--- src/rtl/core/ima_pkg.sv ---
// ----------------------------------------------------------------------------
// IMA ADPCM decoder package
// Shared types, constants, step-size table and index-adjust function.
// ----------------------------------------------------------------------------
package ima_pkg;

   localparam int SAMPLE_W = 16;
   localparam int STEP_W   = 7;
   localparam int SIZE_W   = 15;

   localparam logic [STEP_W-1:0] STEP_MAX = 7'd88;

   typedef enum logic {
      OP_DECODE = 1'b0,
      OP_LOAD   = 1'b1
   } opcode_type;

   typedef enum logic [1:0] {
      VAR_SCALED     = 2'd0,
      VAR_SHIFT_ADD  = 2'd1,
      VAR_STEP_FIRST = 2'd2,
      VAR_ALT_SHIFT  = 2'd3
   } variant_type;

   typedef struct packed {
      opcode_type                  opcode;
      logic [3:0]                  nibble;
      logic signed [SAMPLE_W-1:0]  header_history;
      logic signed [SAMPLE_W-1:0]  header_step;
   } item_type;

   typedef struct packed {
      logic signed [SAMPLE_W-1:0]  sample;
      logic [STEP_W-1:0]           step_idx;
   } result_type;

   localparam logic [SIZE_W-1:0] STEP_TABLE [0:88] = '{
      15'd7,     15'd8,     15'd9,     15'd10,    15'd11,    15'd12,    15'd13,
      15'd14,    15'd16,    15'd17,    15'd19,    15'd21,    15'd23,    15'd25,
      15'd28,    15'd31,    15'd34,    15'd37,    15'd41,    15'd45,    15'd50,
      15'd55,    15'd60,    15'd66,    15'd73,    15'd80,    15'd88,    15'd97,
      15'd107,   15'd118,   15'd130,   15'd143,   15'd157,   15'd173,   15'd190,
      15'd209,   15'd230,   15'd253,   15'd279,   15'd307,   15'd337,   15'd371,
      15'd408,   15'd449,   15'd494,   15'd544,   15'd598,   15'd658,   15'd724,
      15'd796,   15'd876,   15'd963,   15'd1060,  15'd1166,  15'd1282,  15'd1411,
      15'd1552,  15'd1707,  15'd1878,  15'd2066,  15'd2272,  15'd2499,  15'd2749,
      15'd3024,  15'd3327,  15'd3660,  15'd4026,  15'd4428,  15'd4871,  15'd5358,
      15'd5894,  15'd6484,  15'd7132,  15'd7845,  15'd8630,  15'd9493,  15'd10442,
      15'd11487, 15'd12635, 15'd13899, 15'd15289, 15'd16818, 15'd18500, 15'd20350,
      15'd22385, 15'd24623, 15'd27086, 15'd29794, 15'd32767
   };

   function automatic logic [SIZE_W-1:0] step_size(input logic [STEP_W-1:0] idx);
      logic [STEP_W-1:0] i;
      i = (idx > STEP_MAX) ? STEP_MAX : idx;
      return STEP_TABLE[i];
   endfunction

   function automatic logic signed [4:0] index_adjust(input logic [2:0] mag);
      logic signed [4:0] adj;
      unique case (mag)
         3'd0, 3'd1, 3'd2, 3'd3: adj = -5'sd1;
         3'd4:                   adj = 5'sd2;
         3'd5:                   adj = 5'sd4;
         3'd6:                   adj = 5'sd6;
         default:                adj = 5'sd8;
      endcase
      return adj;
   endfunction

endpackage

--- src/rtl/core/ima_decode.sv ---
// ----------------------------------------------------------------------------
// IMA ADPCM decode datapath
// Next history and step index for one word, all four delta rules.
// ----------------------------------------------------------------------------
module ima_decode (
   input  ima_pkg::item_type    item,
   input  ima_pkg::result_type  state,
   input  ima_pkg::variant_type variant,
   output ima_pkg::result_type  result
);
   import ima_pkg::*;

   logic [2:0]               mag;
   logic                     neg;
   logic signed [4:0]        adj;
   logic signed [8:0]        idx_sum;
   logic [STEP_W-1:0]        idx_new;
   logic [STEP_W-1:0]        hdr_idx;
   logic [SIZE_W-1:0]        step;
   logic [SIZE_W+2:0]        prod;
   logic [18:0]              delta;
   logic signed [21:0]       base;
   logic signed [21:0]       sum;
   logic signed [21:0]       pre;
   logic signed [SAMPLE_W-1:0] sat;

   assign mag = item.nibble[2:0];
   assign neg = item.nibble[3];
   assign adj = index_adjust(mag);

   always_comb begin
      idx_sum = $signed({2'b00, state.step_idx}) + {{4{adj[4]}}, adj};
      if (idx_sum[8]) begin
         idx_new = '0;
      end else if (idx_sum > $signed({2'b00, STEP_MAX})) begin
         idx_new = STEP_MAX;
      end else begin
         idx_new = idx_sum[STEP_W-1:0];
      end

      if (item.header_step[SAMPLE_W-1]) begin
         hdr_idx = '0;
      end else if (item.header_step > $signed({9'd0, STEP_MAX})) begin
         hdr_idx = STEP_MAX;
      end else begin
         hdr_idx = item.header_step[STEP_W-1:0];
      end
   end

   // step-first rule looks up the updated index
   assign step = (variant == VAR_STEP_FIRST) ? step_size(idx_new) : step_size(state.step_idx);
   assign prod = {3'b000, step} * {{SIZE_W{1'b0}}, mag};

   always_comb begin
      unique case (variant)
         VAR_SCALED: begin
            delta = {prod, 1'b0} + {4'd0, step};
         end
         VAR_SHIFT_ADD: begin
            delta = {7'd0, step[SIZE_W-1:3]}
                  + (item.nibble[0] ? {6'd0, step[SIZE_W-1:2]} : 19'd0)
                  + (item.nibble[1] ? {5'd0, step[SIZE_W-1:1]} : 19'd0)
                  + (item.nibble[2] ? {4'd0, step} : 19'd0);
         end
         VAR_STEP_FIRST: begin
            delta = {3'd0, prod[SIZE_W+2:2]} + {7'd0, step[SIZE_W-1:3]};
         end
         default: begin
            delta = {3'd0, prod[SIZE_W+2:2]};
         end
      endcase
   end

   always_comb begin
      if (variant == VAR_SCALED) begin
         base = {{3{state.sample[SAMPLE_W-1]}}, state.sample, 3'b000};
      end else begin
         base = {{6{state.sample[SAMPLE_W-1]}}, state.sample};
      end
      sum = neg ? (base - $signed({3'b000, delta})) : (base + $signed({3'b000, delta}));
      pre = (variant == VAR_SCALED) ? (sum >>> 3) : sum;
      if (pre > 22'sd32767) begin
         sat = 16'sh7fff;
      end else if (pre < -22'sd32768) begin
         sat = 16'sh8000;
      end else begin
         sat = pre[SAMPLE_W-1:0];
      end

      if (item.opcode == OP_LOAD) begin
         result.sample   = item.header_history;
         result.step_idx = hdr_idx;
      end else begin
         result.sample   = sat;
         result.step_idx = idx_new;
      end
   end

endmodule

--- src/rtl/core/ima_adpcm_nibble_decoder_unit.sv ---
// ----------------------------------------------------------------------------
// IMA ADPCM nibble decoder unit
// Decodes 4-bit ADPCM codes or loads block headers into 16-bit PCM samples.
// ----------------------------------------------------------------------------
// Use:
//   req_* carries one word per code: opcode, nibble and the header fields.
//   rsp_* returns one word per request: the sample and the step index after it.
//   csr_write_en / csr_write_data select the delta rule; write only when idle.
// Timing:
//   A request word is registered, decoded in one pass through the step table,
//   one small multiplier and a saturating add, and lands in the result
//   register, which drives rsp_valid. One word per cycle sustained while
//   rsp_ready is high; the history and step index are updated in the
//   same cycle the result is registered, so consecutive words chain.
// Stalls:
//   If rsp_ready is low the result holds; one further word waits in the
//   input register and req_ready drops until the result is taken.
// Reset:
//   Clears both valid flags, history and step index to zero, delta rule to 1.
// ----------------------------------------------------------------------------
module ima_adpcm_nibble_decoder_unit (
   input  logic                                  clock,
   input  logic                                  reset,
   input  logic                                  req_valid,
   output logic                                  req_ready,
   input  logic                                  req_opcode,
   input  logic [3:0]                            req_nibble,
   input  logic signed [ima_pkg::SAMPLE_W-1:0]   req_header_history,
   input  logic signed [ima_pkg::SAMPLE_W-1:0]   req_header_step,
   output logic                                  rsp_valid,
   input  logic                                  rsp_ready,
   output logic signed [ima_pkg::SAMPLE_W-1:0]   rsp_sample_out,
   output logic [ima_pkg::STEP_W-1:0]            rsp_step_out,
   input  logic                                  csr_write_en,
   input  logic [1:0]                            csr_write_data
);
   import ima_pkg::*;

   logic        in_valid_ff, in_valid_in;
   item_type    item_ff, item_in;
   logic        out_valid_ff, out_valid_in;
   result_type  result_ff, result_in;
   result_type  state_ff, state_in;
   variant_type variant_ff, variant_in;
   result_type  decoded;
   logic        advance;

   assign advance   = in_valid_ff && (!out_valid_ff || rsp_ready);
   assign req_ready = !in_valid_ff || advance;

   ima_decode u_decode (
      .item    (item_ff),
      .state   (state_ff),
      .variant (variant_ff),
      .result  (decoded)
   );

   always_comb begin
      in_valid_in  = in_valid_ff;
      item_in      = item_ff;
      out_valid_in = out_valid_ff;
      result_in    = result_ff;
      state_in     = state_ff;
      variant_in   = variant_ff;
      if (advance) begin
         in_valid_in = 1'b0;
      end
      if (req_valid && req_ready) begin
         in_valid_in = 1'b1;
         item_in     = '{opcode: opcode_type'(req_opcode), nibble: req_nibble,
                         header_history: req_header_history,
                         header_step: req_header_step};
      end
      if (out_valid_ff && rsp_ready) begin
         out_valid_in = 1'b0;
      end
      if (advance) begin
         out_valid_in = 1'b1;
         result_in    = decoded;
         state_in     = decoded;
      end
      if (csr_write_en) begin
         variant_in = variant_type'(csr_write_data);
      end
   end

   always_ff @(posedge clock) begin
      if (reset) begin
         in_valid_ff  <= 1'b0;
         out_valid_ff <= 1'b0;
         state_ff     <= '0;
         variant_ff   <= VAR_SHIFT_ADD;
      end else begin
         in_valid_ff  <= in_valid_in;
         out_valid_ff <= out_valid_in;
         state_ff     <= state_in;
         variant_ff   <= variant_in;
      end
   end

   always_ff @(posedge clock) begin
      item_ff   <= item_in;
      result_ff <= result_in;
   end

   assign rsp_valid      = out_valid_ff;
   assign rsp_sample_out = result_ff.sample;
   assign rsp_step_out   = result_ff.step_idx;

`ifndef ASSERT_OFF
   a_step_range: assert property (@(posedge clock) disable iff (reset)
      state_ff.step_idx <= STEP_MAX)
      else $error("step index out of range");

   a_result_tracks_state: assert property (@(posedge clock) disable iff (reset)
      out_valid_ff |-> (result_ff == state_ff))
      else $error("pending result differs from decoder state");

   a_advance_loads: assert property (@(posedge clock) disable iff (reset)
      advance |=> out_valid_ff)
      else $error("advanced word lost");

   a_stall_holds_word: assert property (@(posedge clock) disable iff (reset)
      (in_valid_ff && out_valid_ff && !rsp_ready) |=> (in_valid_ff && $stable(item_ff)))
      else $error("waiting word dropped");
`endif

endmodule
--- config.mk ---
export PLATFORM = sky130hd
export DESIGN_NAME = ima_adpcm_nibble_decoder_unit
export DESIGN_NICKNAME = d
export VERILOG_FILES = /design/src/rtl/core/ima_pkg.sv /design/src/rtl/core/ima_decode.sv /design/src/rtl/core/ima_adpcm_nibble_decoder_unit.sv
export SDC_FILE = /design/constraint.sdc
export NUM_CORES = 1
export LEC_CHECK = 0
export BUFFER_PORTS_ARGS = -buffer_cell sky130_fd_sc_hd__clkbuf_2
export CORE_ASPECT_RATIO = 0.9
export CORE_MARGIN = 2
export CORE_UTILIZATION = 57
export DETAILED_ROUTE_END_ITERATION = 6
export PLACE_DENSITY = 0.87
export REMOVE_ABC_BUFFERS = 1
export SETUP_SLACK_MARGIN = 0.1
export SYNTH_ARGS = -nofsm -noshare
export SYNTH_HDL_FRONTEND = slang
export SYNTH_SLANG_ARGS = --single-unit
--- constraint.sdc ---
create_clock -name clock -period 13.2 [get_ports clock]
set_input_delay 0 -clock clock [delete_from_list [all_inputs] [get_ports clock]]
set_output_delay 0 -clock clock [all_outputs]
set_load 0.01 [all_outputs]
Word-level counts from Yosys, hierarchy flattened
Memories as Yosys holds them, arrays and structs flattened.
Index checks and enable logic that the tools add are counted.
- shifts and indexed selects: 0
- div/mod/pow operators: 0
- $lt $le $gt $ge: 8
- $add $sub $neg: 8
- reduce and logical (&&, ||, !) cells: 12
- equality and inequality tests: 8
- multipliers: 1
- multiplexer cells: 26
- bitwise logic cells: 2
- operators with widths (operator ; number):
    2-to-1 mux 15 bit ; 6
    one-hot mux 19 bit (3 select lines) ; 1
    2-to-1 mux 7 bit ; 6
    adder 19 bit ; 2
    2-to-1 mux 16 bit ; 2
    2-to-1 mux 23 bit ; 1
    > comparator 22 x 16 -> 1 bit (second input constant) ; 1
    < comparator 22 x 16 -> 1 bit (second input constant) ; 1
    2-to-1 mux 22 bit ; 1
    adder 19 x 20 -> 21 bit ; 1
    2-to-1 mux 21 bit ; 1
    subtractor 19 x 20 -> 21 bit ; 1
    one-hot mux 5 bit (4 select lines) ; 1
    adder 12 x 19 -> 19 bit ; 1
    adder 19 x 15 -> 19 bit ; 1
    multiplier 15 x 3 -> 18 bit ; 1
    2-to-1 mux 18 bit ; 1
    adder 16 x 12 -> 17 bit ; 1
    >= comparator 8 bit (second input constant) ; 2
    > comparator 16 x 8 -> 1 bit (second input constant) ; 1
    inverter 7 -> 8 bit ; 2
    > comparator 7 bit (second input constant) ; 2
    2-to-1 mux 14 bit ; 1
    2-to-1 mux 13 bit ; 1
    15 further kinds ; 26
- memory bits (writable): 0
- flip-flop bits (word level): 87
- memories kept: 2
- word-level logic and storage cells: 78
- bits in latches: 0
- ROM bits: 3840
- memories (name ; depth ; width ; read ports ; clocked after Yosys merged registers in ; write ports ; RTL line ; text):
    (no name shown) ; 128 ; 15 ; 1 ; 0 ; 0 ; ima_pkg.sv:56 ; return STEP_TABLE[i];
    (no name shown) ; 128 ; 15 ; 1 ; 0 ; 0 ; ima_pkg.sv:56 ;

Depth between registers and ports, before layout
- word-level depth: 26
- depth in mapped cells: 54
- depth with buffers taken out: 52

Modules after synthesis
From an unflattened synthesis, not the netlist that was laid out.
- cell total of the unflattened synthesis: 1790
- area, all modules: 13748.2 µm²
- modules (own cells, without submodules) (module ; instances ; area an instance (µm²) ; cells an instance ; sequential area each (µm²)):
    ima_decode ; 1 ; 10741.6 ; 1614 ; 0.0
    ima_adpcm_nibble_decoder_unit ; 1 ; 3006.6 ; 176 ; 2342.2

Worst setup path before layout
Ideal clock, no wire load.
- path kind: register to register
- start: register item_ff[34] (netlist name)
- end: register result_ff (netlist bit rsp_sample_out[4]), data pin
- arrival: 11.766 ns
- cell stages (with the launch flop): 51
- slack: 1.265 ns
- path through: edfxtp_1 > clkbuf_1 > clkbuf_1 > nand2_1 > fa_1 > a21o_1 > a21oi_1 > o21bai_1 > a21o_1 > xnor2_1 > o21ai_1 > nand3_1 > clkinv_1 > ha_1 > clkbuf_1 > or3_1 > a31o_2 > a22oi_1 > [15 not listed] > xnor2_1 > a222oi_1 > nand3_1 > inv_1 > a31oi_1 > xor2_1 > ha_1 > o21a_1 > nand3_1 > o21ai_0 > o31a_1 > a21o_1 > a21oi_1 > xnor2_1 > xnor2_1 > buf_2 > a21boi_0 > o31ai_1
- RTL lines (item ; RTL line ; text):
    start, declared ; ima_adpcm_nibble_decoder_unit.sv:40 ; item_type item_ff, item_in;
    start signal, assigned ; ima_adpcm_nibble_decoder_unit.sv:102 ; item_ff <= item_in;
    end signal, assigned ; ima_adpcm_nibble_decoder_unit.sv:103 ; result_ff <= result_in;
    end, declared ; ima_adpcm_nibble_decoder_unit.sv:42 ; result_type result_ff, result_in;

==> results.toml <==
[status]
status = "finished with violations"
violated_checks = "DRC"

[routing]
vias = 14423
detail_route.vias_per_cell = 6.93
drt_antenna_net_count = 0
dr.first_iter.drc_count = 2218
drc_errors = 7
wire_per_inst_um = 22.1
totalWireLength_um = 46000
detailedRoute.firstPassIterationCount = 7

[worst_hold_path]
holdCritPathClass = "in2reg"

[synthesis]
synthesis.instances = 1701
yosys_most_used_dff = "edfxtp_1"
synth.distinct_cells = 86
ys_ff_latch = 87
yosysSeqAreaShare_pct = 18.5
count_of_flip_flops_with_a_built_in_enable_after_synthesis = 60
synthesis.area_um2 = 12600
synth.avg_cell_area_um2 = 7.43
synthArstFlopShare_pct = 0
yosys_warnings = 0

[finish]
area_growth_syn_to_layout_pct = 13.0
final_cell_mix = "213 x nand2_1, 165 x a21oi_1, 151 x nor2_1"
leading_cell_type_in_the_layout_fill_and_taps_excluded = "nand2_1"
stdcell_area_um2 = 14300
finish.net_count = 1963
post_route_cells_drive_above_1_share_pct = 11.1

[global_routing]
grt_pass1_vias = 13290
groute.usage.overall_pct = 37.5
antenna_found_initial = 3
grt_first_pass_wirelength_um = 70800
grt_max_degree = 40
grt_overflow_total = 0

[critical_path]
startpoint_type = "flip-flop"
worst_reg2reg_startpoint = "item_ff[34]$_DFFE_PP_"
worstRegToRegCells = 48
rr_endpoint = "rsp_sample_out[4]$_DFFE_PP_"
crit_path_end_kind = "flip-flop"
critical-path-max-stage-delay_ns = 0.52
crit_end = "rsp_sample_out[4]$_DFFE_PP_"
timing.setup.critical_path_class = "reg2reg"
worstPathArrival_ns = 12.70
worst_setup_startpoint = "item_ff[34]$_DFFE_PP_"
r2r_setup_slack_ns = 0.65
critPathMaxFanout = 14
crit_required_ns = 13.35
master_of_the_slowest_instance_on_the_critical_path = "a2111oi_0"
crit_path_frequent_cell = "ha_1"

[power_and_ir_drop]
combPwrFrac_pct = 68.6
p_leak_nw = 5.96
p_int_uw = 953
pwr-share-clk_pct = 14.1
sequentialPowerShare_pct = 17.3
power.total_mw = 1.92
power.switching_fraction_pct = 50.4
power_density_nw_per_um2 = 134
netSwitchingPower_uw = 967
max-vdd-ir-drop_v = 0.000130

[sta]
setup_viol = 0
period_minus_slack_ns = 12.55
timing.slew.headroom_pct = 6.24
final_min_period_over_clock_period_pct = 95.1
timing.fmax_mhz = 79.7
drv_slew = 0
worst_skew_ns = 0.00581
tightestPinTransition_ns = 1.39
final_hold_viol_count = 0

[floorplan]
core_area_um2 = 21700
initial_utilization_pct = 58.3
die-area_um2 = 23400
floorplan.io_pins = 69
die_h_um = 145
chipWidth_um = 161
rows = 51

[cts]
clk_pin_slew_ns = 0.07
h-tree-depth = 3
cts_tree = "done"
cts.root.buffer_cell = "clkbuf_16"
cts_made_buffers = 9
max-clock-path-buffers = 2
clock_sink_count = 87
clock_latency_ns = 0.35

[placement]
placement.io_buffers = 68
place_congestion = 1.07
place_hpwl_um = 32600
placed_cell_area_um2 = 13400

[run]
maxCapViolCount = 0
==> synthesized netlist by cell type (all sizes together), types with 10 or more instances <==
library cell,number,area (um^2)
edfxtp,60,1800
nand2b,24,150
or2,10,62.6
xnor2,43,377
o21ai,108,541
xor2,33,289
o311ai,12,113
o21bai,14,105
nor2b,12,75.1
nor3,49,245
nor2,154,581
fa,32,641
a221oi,11,103
a21oi,169,853
and2,36,225
or3,17,106
o22ai,14,87.6
o31ai,24,180
clkbuf,81,304
a21o,20,150
o211ai,25,193
a31oi,32,200
nand2,213,800
o221ai,12,105
ha,104,1300
buf,20,87.6
nand3,40,200
a211oi,45,343
o21a,16,120
inv,86,323
dfxtp,27,541
==> per-layer routing <==
metal	routed length [um]	GRT usage (%)	vias to the layer above
li1	-	-	6440
met1	18100	51.3	6586
met2	19900	57.9	1195
met3	6120	8.75	202
met4	1940	13.7	0
met5	0	0	-
==> per-stage QoR <==
step	setup slack [ns]	cells	setup TNS, ns	utilization [%]	hold slack, ns
3_3_place_gp	0.729	2009	0	61.5	0.176
4_1_cts	0.216	2069	0	65.0	0.191
6_report	0.653	2082	0	65.9	0.225
3_5_place_dp	0.310	2009	0	61.5	0.179
2_1_floorplan	-1.73	1600	-47.12	-	0.0691
5_1_grt	-0.111	2082	-0.920	65.9	0.246
==> worst max-delay path: cells and delay by family, from the launching register on <==
family,cells,cell delay [ns]
compound gates,23,5.46
fa+ha+maj,7,2.60
simple gates,8,1.54
buf+inv,5,1.19
xor+xnor,4,0.78
mux,1,0.36
flops,1,0.35
==> worst min path at each step <==
stage                                    end  cells past startpoint                   from  slack (ns)
finish                rsp_valid$_SDFFE_PP0P_                      2                  reset        0.23
global route        in_valid_ff$_SDFFE_PP0P_                      2                  reset        0.25
CTS                   rsp_valid$_SDFFE_PP0P_                      2                  reset        0.19
detailed placement     item_ff[24]$_DFFE_PP_                      1  req_header_history[8]        0.18
global placement       item_ff[22]$_DFFE_PP_                      1  req_header_history[6]        0.18
floorplan           state_ff[3]$_SDFFE_PP0P_                      1                  reset        0.07
==> what timing repair did <==
action                                  4_1_cts  5_1_grt
hold buffers                                 44        0
endpoints found under the hold margin        41        0
resized for setup                             0       23
endpoints found under the setup margin        0       32
setup buffers                                 0       10
==> power by group through the flow <==
stage	registers, mW	logic, mW	clock network [mW]
after detailed placement	0.337	1.21	0
final	0.332	1.32	0.271
after CTS	0.331	1.23	0.271
after floorplan	0.342	0.864	0
after global routing	0.333	1.41	0.279
after global placement	0.336	1.19	0
==> logic make-up (layout without fill, tap and decap cells) <==
group           Yosys count  in the layout  share of synthesized area [%]
compound gates          595            595                           31.2
xor+xnor                 76             76                           5.26
fa+ha+maj               137            137                           15.4
buf+inv                 189            276                           5.71
flops                    87             87                           18.5
mux                      17             17                           1.96
other cells               0              3                              0
simple gates            600            600                           21.9
==> cell type report <==
type                    count  area, um^2
fillers                  1788        7410
repair buffers            172        1230
flip-flops and latches     87        2340
multi-input cells        1425        9700
inverters                  88         330
diodes                      3        7.51
clock buffers              11         254
clock inverters             5        63.8
well taps                 291         364
==> registers in the layout, indices dropped and copies added, names as in the netlist <==
name,count
variant_ff,2
rsp_sample_out,16
item_ff,37
rsp_valid,1
state_ff,23
in_valid_ff,1
rsp_step_out,7
No activity file was read; power rests on OpenSTA's default activity.
